### src/hdl/glpm_pkg.sv
// Shared types and constants for the slack-and-yield material point.
// Used by glpm_cascade, glpm_state and gap_lag_plastic_material_point.
`default_nettype none

package glpm_pkg;

  // Item kinds
  localparam logic [1:0] KIND_TRIAL   = 2'd0;
  localparam logic [1:0] KIND_COMMIT  = 2'd1;
  localparam logic [1:0] KIND_REVERT  = 2'd2;
  localparam logic [1:0] KIND_RESTART = 2'd3;

  // Branch codes
  localparam logic [2:0] BR_INIT = 3'd0;
  localparam logic [2:0] BR_POS  = 3'd1;
  localparam logic [2:0] BR_NEG  = 3'd2;
  localparam logic [2:0] BR_LAGP = 3'd3;
  localparam logic [2:0] BR_LAGN = 3'd4;

  // Configuration register indexes
  localparam logic [1:0] CFG_YIELD_POS = 2'd0;
  localparam logic [1:0] CFG_YIELD_NEG = 2'd1;
  localparam logic [1:0] CFG_LAG_WIDTH = 2'd2;

  // Lag width after reset: 0.05 in Q8.24
  localparam logic [30:0] LAG_RESET = 31'd838861;

  typedef struct packed {
    logic [1:0]         kind;
    logic signed [31:0] strain;
  } glpm_in_t;

  typedef struct packed {
    logic signed [31:0] stress;
    logic [2:0]         branch;
    logic signed [31:0] reversal_strain;
  } glpm_out_t;

  // Trial-side result of one strain evaluation
  typedef struct packed {
    logic signed [31:0] stress;
    logic [2:0]         branch;
    logic signed [31:0] reversal;
  } glpm_trial_t;

endpackage

`default_nettype wire

### src/hdl/glpm_cascade.sv
// Branch cascade for one trial strain: picks stress, branch and reversal.
// Pure combinational; depends on glpm_pkg.
`default_nettype none

module glpm_cascade import glpm_pkg::*; (
  input  wire logic signed [31:0] eps,
  input  wire logic signed [31:0] cs,
  input  wire logic signed [31:0] rv,
  input  wire logic [2:0]         cbr,
  input  wire logic [30:0]        lag,
  input  wire logic [30:0]        ys_pos,
  input  wire logic signed [31:0] ys_neg,
  input  wire glpm_trial_t        cur,
  output glpm_trial_t             nxt
);

  logic signed [35:0] eps_w;
  logic signed [35:0] cs_w;
  logic signed [35:0] rv_w;
  logic signed [35:0] lag_w;
  logic signed [35:0] two_d;
  logic signed [35:0] win_p;
  logic signed [35:0] win_n;
  logic signed [31:0] ys_pos_w;
  logic in_band, eps_gt_lag, eps_lt_cs, eps_gt_cs, below_cs_lag, above_cs_lag;
  logic in_lagp, in_lagn, eps_gt_rv, eps_lt_rv;

  // Widened operands so no compare can wrap
  assign eps_w    = {{4{eps[31]}}, eps};
  assign cs_w     = {{4{cs[31]}}, cs};
  assign rv_w     = {{4{rv[31]}}, rv};
  assign lag_w    = {5'b0, lag};
  assign ys_pos_w = {1'b0, ys_pos};

  // Window tests on doubled values
  assign two_d = (eps_w - rv_w) <<< 1;
  assign win_p = two_d + lag_w;
  assign win_n = two_d - lag_w;

  assign in_band      = (eps_w <= lag_w) && (eps_w >= -lag_w);
  assign eps_gt_lag   = eps_w > lag_w;
  assign eps_lt_cs    = eps < cs;    // sign of saturated difference
  assign eps_gt_cs    = eps > cs;
  assign below_cs_lag = eps_w < (cs_w - lag_w);
  assign above_cs_lag = eps_w > (cs_w + lag_w);
  assign in_lagp      = (win_p < lag_w) && (win_p > -lag_w);
  assign in_lagn      = (win_n < lag_w) && (win_n > -lag_w);
  assign eps_gt_rv    = eps > rv;
  assign eps_lt_rv    = eps < rv;

  // Cascade: blocks in order initial, pos, lag-pos, neg, lag-neg
  always_comb begin
    logic [2:0]         br;
    logic signed [31:0] st;
    logic signed [31:0] rev;
    logic               done;
    br   = cbr;
    st   = cur.stress;
    rev  = cur.reversal;
    done = 1'b0;

    if (br == BR_INIT) begin
      if (in_band) begin
        st = '0;
      end else if (eps_gt_lag) begin
        st = ys_pos_w;
        br = BR_POS;
      end else begin
        st = ys_neg;
        br = BR_NEG;
      end
    end

    if (br == BR_POS) begin
      if (eps_lt_cs) begin
        rev = cs;
        if (below_cs_lag) begin
          st = ys_neg;
          br = BR_NEG;
        end else begin
          st   = '0;
          br   = BR_LAGP;
          done = 1'b1;
        end
      end else begin
        st = ys_pos_w;
      end
    end

    if (!done && br == BR_LAGP) begin
      if (in_lagp) begin
        st = '0;
      end else if (eps_gt_rv) begin
        st = ys_pos_w;
        br = BR_POS;
      end else begin
        st   = ys_neg;
        br   = BR_NEG;
        done = 1'b1;
      end
    end

    if (!done && br == BR_NEG) begin
      if (eps_gt_cs) begin
        rev = cs;
        if (above_cs_lag) begin
          st = ys_pos_w;
          br = BR_POS;
        end else begin
          st   = '0;
          br   = BR_LAGN;
          done = 1'b1;
        end
      end else begin
        st = ys_neg;
      end
    end

    if (!done && br == BR_LAGN) begin
      if (in_lagn) begin
        st = '0;
      end else if (eps_lt_rv) begin
        st = ys_neg;
        br = BR_NEG;
      end else begin
        st = ys_pos_w;
        br = BR_POS;
      end
    end

    nxt.stress   = st;
    nxt.branch   = br;
    nxt.reversal = rev;
  end

endmodule

`default_nettype wire

### src/hdl/glpm_state.sv
// Trial and committed state registers, updated once per advancing beat.
// Depends on glpm_pkg and glpm_cascade.
`default_nettype none

module glpm_state import glpm_pkg::*; (
  input  wire logic               clk,
  input  wire logic               rst,
  input  wire logic               advance,
  input  wire glpm_in_t           item,
  input  wire logic [30:0]        lag,
  input  wire logic [30:0]        ys_pos,
  input  wire logic signed [31:0] ys_neg,
  output glpm_out_t               result
);

  logic signed [31:0] trial_strain;
  glpm_trial_t        trial;
  logic signed [31:0] committed_strain;
  glpm_trial_t        committed;
  glpm_trial_t        evaluated;

  glpm_cascade u_cascade (
    .eps    (item.strain),
    .cs     (committed_strain),
    .rv     (committed.reversal),
    .cbr    (committed.branch),
    .lag    (lag),
    .ys_pos (ys_pos),
    .ys_neg (ys_neg),
    .cur    (trial),
    .nxt    (evaluated)
  );

  // State update per item kind
  always_ff @(posedge clk) begin
    if (rst) begin
      trial_strain     <= '0;
      trial            <= '{stress: '0, branch: BR_INIT, reversal: '0};
      committed_strain <= '0;
      committed        <= '{stress: '0, branch: BR_INIT, reversal: '0};
    end else if (advance) begin
      case (item.kind)
        KIND_TRIAL: begin
          trial_strain <= item.strain;
          trial        <= evaluated;
        end
        KIND_COMMIT: begin
          committed_strain <= trial_strain;
          committed        <= trial;
        end
        KIND_REVERT: begin
          trial_strain <= committed_strain;
          trial        <= committed;
        end
        default: begin
          trial_strain     <= '0;
          trial            <= '{stress: '0, branch: BR_INIT, reversal: '0};
          committed_strain <= '0;
          committed        <= '{stress: '0, branch: BR_INIT, reversal: '0};
        end
      endcase
    end
  end

  // Result beat reports the trial state
  assign result.stress          = trial.stress;
  assign result.branch          = trial.branch;
  assign result.reversal_strain = trial.reversal;

  a_restart_clears: assert property (@(posedge clk) disable iff (rst)
    advance && item.kind == KIND_RESTART |=>
      trial.branch == BR_INIT && committed.branch == BR_INIT && trial_strain == '0)
    else $error("restart did not clear state");

  a_commit_copies: assert property (@(posedge clk) disable iff (rst)
    advance && item.kind == KIND_COMMIT |=>
      committed_strain == $past(trial_strain) && committed == $past(trial))
    else $error("commit did not copy trial state");

  a_revert_copies: assert property (@(posedge clk) disable iff (rst)
    advance && item.kind == KIND_REVERT |=>
      trial_strain == $past(committed_strain) && trial == $past(committed))
    else $error("revert did not restore committed state");

  a_slack_zero: assert property (@(posedge clk) disable iff (rst)
    (trial.branch == BR_INIT || trial.branch == BR_LAGP || trial.branch == BR_LAGN)
      |-> trial.stress == '0)
    else $error("nonzero stress on a slack branch");

  a_idle_holds: assert property (@(posedge clk) disable iff (rst)
    !advance |=> $stable(trial) && $stable(committed))
    else $error("state changed without an item");

endmodule

`default_nettype wire

### src/hdl/gap_lag_plastic_material_point.sv
// Slack-and-yield material point: an input beat passes through the input register, then one
// cascade evaluation into the state/result register, before its result beat appears.
// Throughput 1 item per cycle while the result side does not stall.
// An input register holds one beat while a result waits; further beats stall until it is taken.
// Synchronous active-high reset clears all trial and committed state and
// restores register defaults (yield stresses 0, lag width 0.05).
`default_nettype none

module gap_lag_plastic_material_point import glpm_pkg::*; (
  input  wire logic        clk,
  input  wire logic        rst,
  input  wire logic        in_valid,
  output logic             in_stall,
  input  wire glpm_in_t    in_data,
  output logic             out_valid,
  input  wire logic        out_stall,
  output glpm_out_t        out_data,
  input  wire logic        cfg_wr_en,
  input  wire logic [1:0]  cfg_index,
  input  wire logic [31:0] cfg_wdata
);

  logic [30:0]        yield_stress_pos;
  logic signed [31:0] yield_stress_neg;
  logic [30:0]        lag_width;
  glpm_in_t           in_q;
  logic               in_q_valid;
  logic               advance;

  // Configuration registers
  always_ff @(posedge clk) begin
    if (rst) begin
      yield_stress_pos <= '0;
      yield_stress_neg <= '0;
      lag_width        <= LAG_RESET;
    end else if (cfg_wr_en) begin
      case (cfg_index)
        CFG_YIELD_POS: yield_stress_pos <= cfg_wdata[30:0];
        CFG_YIELD_NEG: yield_stress_neg <= cfg_wdata;
        CFG_LAG_WIDTH: lag_width        <= cfg_wdata[30:0];
        default: ;
      endcase
    end
  end

  // Handshake: an item moves on when the result slot is free or being taken
  assign advance  = in_q_valid && (!out_valid || !out_stall);
  assign in_stall = in_q_valid && !advance;

  // Input register
  always_ff @(posedge clk) begin
    if (rst) begin
      in_q_valid <= 1'b0;
    end else if (!in_stall) begin
      in_q_valid <= in_valid;
    end
  end

  always_ff @(posedge clk) begin
    if (in_valid && !in_stall) begin
      in_q <= in_data;
    end
  end

  // Result beat valid
  always_ff @(posedge clk) begin
    if (rst) begin
      out_valid <= 1'b0;
    end else if (advance) begin
      out_valid <= 1'b1;
    end else if (!out_stall) begin
      out_valid <= 1'b0;
    end
  end

  glpm_state u_state (
    .clk     (clk),
    .rst     (rst),
    .advance (advance),
    .item    (in_q),
    .lag     (lag_width),
    .ys_pos  (yield_stress_pos),
    .ys_neg  (yield_stress_neg),
    .result  (out_data)
  );

endmodule

`default_nettype wire

### config.mk
export PLATFORM = sky130hd
export DESIGN_NAME = gap_lag_plastic_material_point
export DESIGN_NICKNAME = d
export VERILOG_FILES = /design/src/hdl/glpm_pkg.sv /design/src/hdl/glpm_cascade.sv /design/src/hdl/glpm_state.sv /design/src/hdl/gap_lag_plastic_material_point.sv
export SDC_FILE = /design/constraint.sdc
export NUM_CORES = 1
export LEC_CHECK = 0
export BUFFER_PORTS_ARGS = -buffer_cell sky130_fd_sc_hd__buf_2
export CAP_MARGIN = 15
export CORE_MARGIN = 2
export CORE_UTILIZATION = 60
export CTS_BUF_LIST = sky130_fd_sc_hd__clkbuf_8
export DETAILED_ROUTE_END_ITERATION = 16
export PLACE_DENSITY = 0.78
export SLEW_MARGIN = 10
export SYNTH_ARGS = -nofsm -noshare
export SYNTH_HDL_FRONTEND = slang
export SYNTH_SLANG_ARGS = --single-unit
### constraint.sdc
create_clock -name clk -period 21.8 [get_ports clk]
set_clock_uncertainty 0.15 [all_clocks]
set_input_delay 1.09 -clock clk [delete_from_list [all_inputs] [get_ports clk]]
set_output_delay 1.09 -clock clk [all_outputs]
set_load 0.02 [all_outputs]
Yosys cells after proc, flatten, opt, wreduce, memory -nomap -nowiden --
Index checks and enable logic that the tools add are counted.
Operators by class: add/sub/neg operators 6, magnitude comparators 13, equal/unequal tests 10, multiplexer cells 49, bitwise operators 2, reduce and logical (&&, ||, !) cells 27
Operators with widths (number):
- two-way mux 32 bit | 18
- one-hot mux 67 bit (3 select lines) | 1
- one-hot mux 67 bit (2 select lines) | 1
- greater-than comparator 32 bit | 3
- one-hot mux 32 bit (3 select lines) | 1
- greater-than comparator 36 bit | 2
- less-than comparator 36 x 32 -> 1 bit | 2
- subtractor 32 x 32 -> 33 bit | 2
- less-than comparator 32 bit | 2
- one-hot mux 32 bit (2 select lines) | 1
- adder 36 x 32 -> 36 bit | 1
- greater-or-equal comparator 32 x 36 -> 1 bit | 1
- negation 31 -> 36 bit | 1
- subtractor 36 x 32 -> 36 bit | 1
- adder 32 x 32 -> 33 bit | 1
- greater-than comparator 32 x 33 -> 1 bit | 1
- less-than comparator 32 x 33 -> 1 bit | 1
- two-way mux 3 bit | 11
- less-or-equal comparator 32 bit | 1
- two-way mux 31 bit | 1
- two-way mux 1 bit | 12
- AND reduction 2 bit | 5
- logical AND 1 bit | 9
- logical NOT 1 bit | 7
- other kinds (14) | 21
Storage, ports and cells: register bits 328, input port bits 73

Longest topological paths before layout --
Gate-level depths: netlist of the first run.
depth after elaboration 17, depth in mapped cells 43, mapped depth without buffers 40

Hierarchy --
A second synthesis of the first run with hierarchy kept.
Second synthesis, totals: cell total of the unflattened synthesis 3743, area total of the unflattened synthesis 31655.4 um2
Modules (own cells, without submodules):
- glpm_cascade | instances 1, cells each 2566, area each 18910.6 um2
- glpm_state | instances 1, cells each 778, area each 7850.0 um2
- gap_lag_plastic_material_point | instances 1, cells each 399, area each 4894.7 um2

Least setup slack after synthesis of the first run --
OpenSTA, ideal clock, no wires.
path type flip-flop to flip-flop, start point register in_q[0] (netlist bit), end point register u_state.trial, in the netlist u_state.result[35], arrival time 7.471 ns, required time 21.535 ns, setup slack 14.064 ns, stages on the path, launching flop included 42, buffers on the path 3, cell sequence edfxtp_1 > inv_1 > ha_1 > fa_1 > nand2b_1 > a211oi_1 > nor3_1 > o21bai_1 > a21oi_1 > o21bai_1 > a21oi_1 > xnor2_1 > ha_1 > clkbuf_1 > and3_1 > clkbuf_1 > a211o_1 > a21oi_1 > [... 6 more ...] > nor2_1 > nor2_1 > xnor2_1 > ha_1 > or4_1 > o211ai_1 > a21oi_1 > o21a_1 > a2111oi_0 > o22ai_1 > a31oi_1 > or3b_1 > o31ai_1 > nor2_1 > nand3_1 > clkbuf_1 > o21ai_0 > o21a_1
On the way: longest elaborated chain between the ends 16
RTL lines:
- start: declaration | line gap_lag_plastic_material_point.sv:26 | glpm_in_t in_q;
- start signal: assignment | line gap_lag_plastic_material_point.sv:61 | in_q <= in_data;
- parallel branches: the longest is 16 deep, another holds adder 36 x 32 -> 36 bit
- end signal: assignment | line glpm_state.sv:38 | trial <= '{stress: '0, branch: BR_INIT, reversal: '0};
- end signal: assignment | line glpm_state.sv:45 | trial <= evaluated;
- end signal: assignment | line glpm_state.sv:53 | trial <= committed;
- end: declaration | line glpm_state.sv:17 | glpm_trial_t trial;
Several ways; the timed one is not identified. The select of a mux whose other input is x is not followed. A chain may end at the register's enable or synchronous reset.

Final worst setup path of the first run --
start point register in_q[3] (netlist bit), end point register u_state.trial, in the netlist u_state.result[66]
Same word-level chain as after synthesis.

==> out/summary.txt, run 1 <==
status -> completed
synth cell count leaders -> a21oi_1 (578), ha_1 (450), nor2_1 (358)
measured slew at the worst slew-check pin -> 1.237 ns
Post-DP HPWL -> 79.00 mm
Max IR drop VDD -> 0.05311 mV
Post-Syn Area -> 30160 um2
post-synthesis sequential area ratio -> 22.90%
Syn Area/Cell -> 7.651 um2
root buffer cell -> clkbuf_8
post-synthesis compound-gate area fraction -> 26.66%
die area -> 52080 um2
post-synthesis adder-cell area fraction -> 19.00%
via count -> 30248
leakage power figure -> 13.63 nW
core box area -> 49860 um2
TritonCTS Buffers -> 58
Area Growth Syn to Fin -> 7.492%
Buffers on Ports -> 141
Sink Count -> 328
CTS tree -> yes
postcts setup bufs -> 0
vias per cell -> 6.462
Clock Pin Slew Worst Setup and Hold Paths -> 0.06 ns
chip height -> 228.2 um
DRC -> 0
total grt overflow -> 0
Seq cells post-synth -> 328
post-CTS resize count -> 0
DR iter-0 viols -> 3182
RePlAce Congestion -> 1.024
CP max stage delay -> 0.82 ns
wire per inst -> 22.61 um
Synth Instances -> 3942
Worst Path Arrival -> 10.10 ns
initial core utilization -> 60.49%
Slew Viols, Final -> 0
top-count cell post-synth -> a21oi_1
Startpoint Class -> register
DP Area -> 31270 um2
drt pass-1 iters -> 8
Post-synth EDFFs -> 34
power consumption -> 1.853 mW
P per Cell Area -> 57.17 nW/um2
min Tclk post-route -> 9.672 ns
xor/xnor share of the synthesized area -> 4.941%
DRT Wirelength -> 105.8 mm
HP Class -> register to register
share of the synthesized area in the top cell type -> 19.51%
Final TNS setup -> 0 ns
top-level I/O count -> 142
initial antenna violation count -> 1
Tcrit/Tclk final -> 44.37%
largest net degree at the start of global routing -> 130
simple-gate portion of the synthesized area -> 18.50%
Ant. Diodes -> 0
Async SR Flop Fraction -> 0%
post-synthesis mux area share -> 2.157%
unrepaired setup endpoints after global routing -> false
post-route worst setup slack -> 12.13 ns
hold_buf cts -> 0
yosys warns -> 0
WS Path Type -> register to register
Max-slew headroom -> 17.54%
top cells by area, synth -> dfxtp_1 (20%), ha_1 (19%), a21oi_1 (9.6%), nor2_1 (4.5%), nand2_1 (4.3%)
die width -> 228.2 um
Clock Latency Late Sink -> 0.72 ns
Final #Nets -> 4494
dpl cells -> 4578
global-route wire length before repair -> 162.7 mm
Mapped Nets -> 4470
post-route antenna net violation count -> 0
CP required -> 22.23 ns
area leader, netlist -> dfxtp_1
Non-Filler Instances -> 4681
MaxCap Viol Count -> 0
Final setup violation count -> 0
Max Freq -> 0.1034 GHz
Clock Path Buffers -> 3
largest family of logic cells by synthesized area -> compound AO/OA/AOI/OAI gates
vias in the first global route -> 28197
post-synth cell types -> 88
Setup WS pre-CTS -> 12.45 ns
CP Max Fanout -> 35
slowest library cell on the worst path -> a311oi_1
H-tree depth -> 2
Final Hold Vio Count -> 0
Crit. End Element -> register
fin area -> 32420 um2
Post-synth top flop -> dfxtp_1
global-route usage over all layers -> 39.35%
share of cells above drive strength 1 -> 7.733%
row cnt -> 82
## power breakdown
part           internal (mW)  total (mW)  switching (mW)
clock                  0.296       0.582           0.286
combinational          0.230       0.618           0.388
sequential             0.626       0.653          0.0269
total                   1.15        1.85           0.701
## metal layers
metal,track usage [%],routed length [um],up-vias
li1,-,-,14278
met4,17.03,4997,2
met2,60.83,45540,1457
met5,0,13,-
met1,52.29,44020,14236
met3,9.438,11270,275
## logic make-up after synthesis
| group | Yosys count |
|---|---|
| buffers and inverters | 458 |
| flip-flops | 328 |
| AND/OR/NAND/NOR | 1180 |
| adder cells (fa/ha/maj) | 455 |
| XOR/XNOR | 168 |
| multiplexers | 65 |
| AO/OA/AOI/OAI | 1288 |
## state kept, by name (all words and copies together) (netlist names)
| signal | flops |
|---|---|
| u_state.committed | 67 |
| u_state.result | 67 |
| in_q | 34 |
| u_state.committed_strain | 32 |
| u_state.trial_strain | 32 |
| yield_stress_neg | 32 |
| lag_width | 31 |
| yield_stress_pos | 31 |
| in_q_valid | 1 |
| out_valid | 1 |
## stage by stage
step	util [%]	hold slack (ns)
6_report	65.02	0.3137
5_1_grt	65.02	0.3404
4_1_cts	65.02	0.3106
3_5_place_dp	62.71	0.3024
3_3_place_gp	62.71	0.2957
2_1_floorplan	-	0.2867
## placed cells by master (no fill, tap or decap), types with 63 or more instances in the layout
cell and count:
buf_2 140, o21a_1 63, clkbuf_8 71, xnor2_1 133
mux2i_1 65, nor3_1 115, a21o_1 91, inv_1 258
nor2_1 356, o21ai_0 152, nand2_1 345, dfxtp_1 294
a21oi_1 577, nor3b_1 75, ha_1 450
## layout make-up
cell class	instances	area (um2)
flip-flops and latches	328	6907
inverters	240	900.9
repair buffers	182	1023
well taps	672	840.8
fillers	4633	17440
clock inverters	32	175.2
clock buffers	71	977.2
multi-input cells	3156	21600
## path summary, 6_finish.rpt
path / from / end / slack, ns / cells past startpoint
max: in_q[3] / u_state.result[66] / 12.13 / 33
max reg2reg: in_q[3] / u_state.result[66] / 12.13 / 33
min reg2reg: yield_stress_neg[31] / yield_stress_neg[31] / 0.31 / 2
min: yield_stress_neg[31] / yield_stress_neg[31] / 0.31 / 2
## critical path: cells and delay by family, from the launching register on
family	cells	cell delay, ns
AOI/OAI and AO/OA	19	5.89
xor gates and xnor gates	2	0.62
adders and majority gates	3	1.10
DFF	1	0.55
and+or+nand+nor	9	1.26
No activity file was read; power rests on OpenSTA's default activity.
==> run 2, diff against run 1 <==
clock period = 10 ns   (was 21.8 ns; I/O delays follow)
==> run 2 against run 1 <==
Critical path depth rose by 9. Flip-flop and latch count is the same. Count of clock-buffer cells in the layout increased by 1. First-iteration DRC count increased by 7.4%. Via count is 1.2% higher.
==> out/summary.txt, run 2 (synthesized netlist as in run 1, its figures left out) <==
status -> completed (unchanged)
power consumption -> 4.196 mW (was 1.853 mW)
vias in the first global route -> 28900 (was 28197)
post-route antenna net violation count -> 0 (unchanged)
CTS tree -> yes (unchanged)
global-route wire length before repair -> 166.0 mm (was 162.7 mm)
unrepaired setup endpoints after global routing -> false (unchanged)
chip height -> 228.2 um (unchanged)
total grt overflow -> 0 (unchanged)
fin area -> 33250 um2 (was 32420 um2)
WS Path Type -> register to register (unchanged)
Startpoint Class -> register (unchanged)
DR iter-0 viols -> 3419 (was 3182)
Clock Pin Slew Worst Setup and Hold Paths -> 0.07 ns (was 0.06 ns)
Post-DP HPWL -> 79.84 mm (was 79.00 mm)
Worst Path Arrival -> 9.49 ns (was 10.10 ns)
Max-slew headroom -> 22.76% (was 17.54%)
H-tree depth -> 2 (unchanged)
Setup WS pre-CTS -> 1.124 ns (was 12.45 ns)
DRT Wirelength -> 108.2 mm (was 105.8 mm)
CP required -> 10.41 ns (was 22.23 ns)
Sink Count -> 328 (unchanged)
global-route usage over all layers -> 40.16% (was 39.35%)
DP Area -> 31300 um2 (was 31270 um2)
Buffers on Ports -> 141 (unchanged)
via count -> 30618 (was 30248)
Max IR drop VDD -> 0.1630 mV (was 0.05311 mV)
CP Max Fanout -> 20 (was 35)
TritonCTS Buffers -> 58 (unchanged)
DRC -> 0 (unchanged)
dpl cells -> 4579 (was 4578)
Final TNS setup -> 0 ns (unchanged)
most frequent cells in the layout -> a21oi_1 (577), ha_1 (450), nor2_1 (356) (unchanged)
CP max stage delay -> 0.60 ns (was 0.82 ns)
wire per inst -> 22.75 um (was 22.61 um)
RePlAce Congestion -> 1.035 (was 1.024)
post-route worst setup slack -> 0.9242 ns (was 12.13 ns)
row cnt -> 82 (unchanged)
Final #Nets -> 4563 (was 4494)
post-layout util -> 66.68% (was 65.02%)
Max Freq -> 0.1102 GHz (was 0.1034 GHz)
Clock Path Buffers -> 3 (unchanged)
share of cells above drive strength 1 -> 7.933% (was 7.733%)
MaxCap Viol Count -> 0 (unchanged)
vias per cell -> 6.436 (was 6.462)
P per Cell Area -> 126.2 nW/um2 (was 57.17 nW/um2)
Slew Viols, Final -> 0 (unchanged)
core box area -> 49860 um2 (unchanged)
Area Growth Syn to Fin -> 10.25% (was 7.492%)
initial antenna violation count -> 2 (was 1)
Tcrit/Tclk final -> 90.76% (was 44.37%)
leakage power figure -> 13.98 nW (was 13.63 nW)
largest net degree at the start of global routing -> 184 (was 130)
Most common cell on crit path -> a21oi_1
commonest non-fill, non-tap cell in the layout -> a21oi_1 (unchanged)
Non-Filler Instances -> 4757 (was 4681)
Final setup violation count -> 0 (unchanged)
Final Hold Vio Count -> 0 (unchanged)
slowest library cell on the worst path -> o21ai_4 (was a311oi_1)
die width -> 228.2 um (unchanged)
initial core utilization -> 60.49% (unchanged)
# fillers -> 4347 (was 4633)
root buffer cell -> clkbuf_8 (unchanged)
die area -> 52080 um2 (unchanged)
top-level I/O count -> 142 (unchanged)
Fin Hold WS -> 0.2115 ns (was 0.3137 ns)
Clock Latency Late Sink -> 0.71 ns (was 0.72 ns)
Crit. End Element -> register (unchanged)
min Tclk post-route -> 9.076 ns (was 9.672 ns)
drt pass-1 iters -> 6 (was 8)
HP Class -> primary input to register (was register to register)
measured slew at the worst slew-check pin -> 1.155 ns (was 1.237 ns)
run 2: cell count changes in the layout (fill, tap and decap cells not counted), moves of 2 or more:
cell           delta
dlygate4sd3_1    +68
clkinv_2          +9
inv_1             -8
bufinv_16         +3
buf_12            +2
clkinv_1          +2
clkinvlp_4        -2
run 2: path summary, 6_finish.rpt:
check / endpoint / start / slack [ns] / cells after the start
worst max-delay path: u_state.result[62] / in_q[0] / 0.92 / 42
worst min-delay path: u_state.committed[50] / rst / 0.21 / 2
worst max register to register: u_state.result[62] / in_q[0] / 0.92 / 42
worst min register to register: yield_stress_neg[31] / yield_stress_neg[31] / 0.32 / 2
run 2: report_power, final:
part | switching (mW) | internal [mW] | total (mW)
clock | 0.646 | 0.737 | 1.38
combinational | 0.868 | 0.521 | 1.39
sequential | 0.0579 | 1.37 | 1.42
run 2: critical path: cells and delay by family, from the launching register on:
| kind | cells | cell delay [ns] |
|---|---|---|
| fa+ha+maj | 4 | 1.43 |
| buf+inv | 4 | 0.88 |
| flops | 1 | 0.35 |
| compound gates | 20 | 4.30 |
| simple gates | 12 | 1.45 |
| xor+xnor | 2 | 0.34 |
run 2: timing repair:
item	CTS	global route
resized for setup	0	0
hold buffers	68	0
setup endpoints to repair	0	0
hold endpoints to repair	127	0
buffers inserted	0	0
run 2: final cells by class:
class	count	area (um2)	area share, %
multi-input combinational	3156	21600	64.95
inverter	240	900.9	2.709
tap	672	840.8	2.529
timing repair buffer	251	1737	5.223
sequential	328	6907	20.77
clock inverter	37	275.3	0.8278
clock buffer	72	991.0	2.980
antenna	1	2.502	0.007526
run 2: per-layer routing:
layer	part of all wire (%)	track usage, %
met5	0.012	0
met4	4.8	18.16
met3	11	9.275
met2	43	62.07
met1	42	53.30
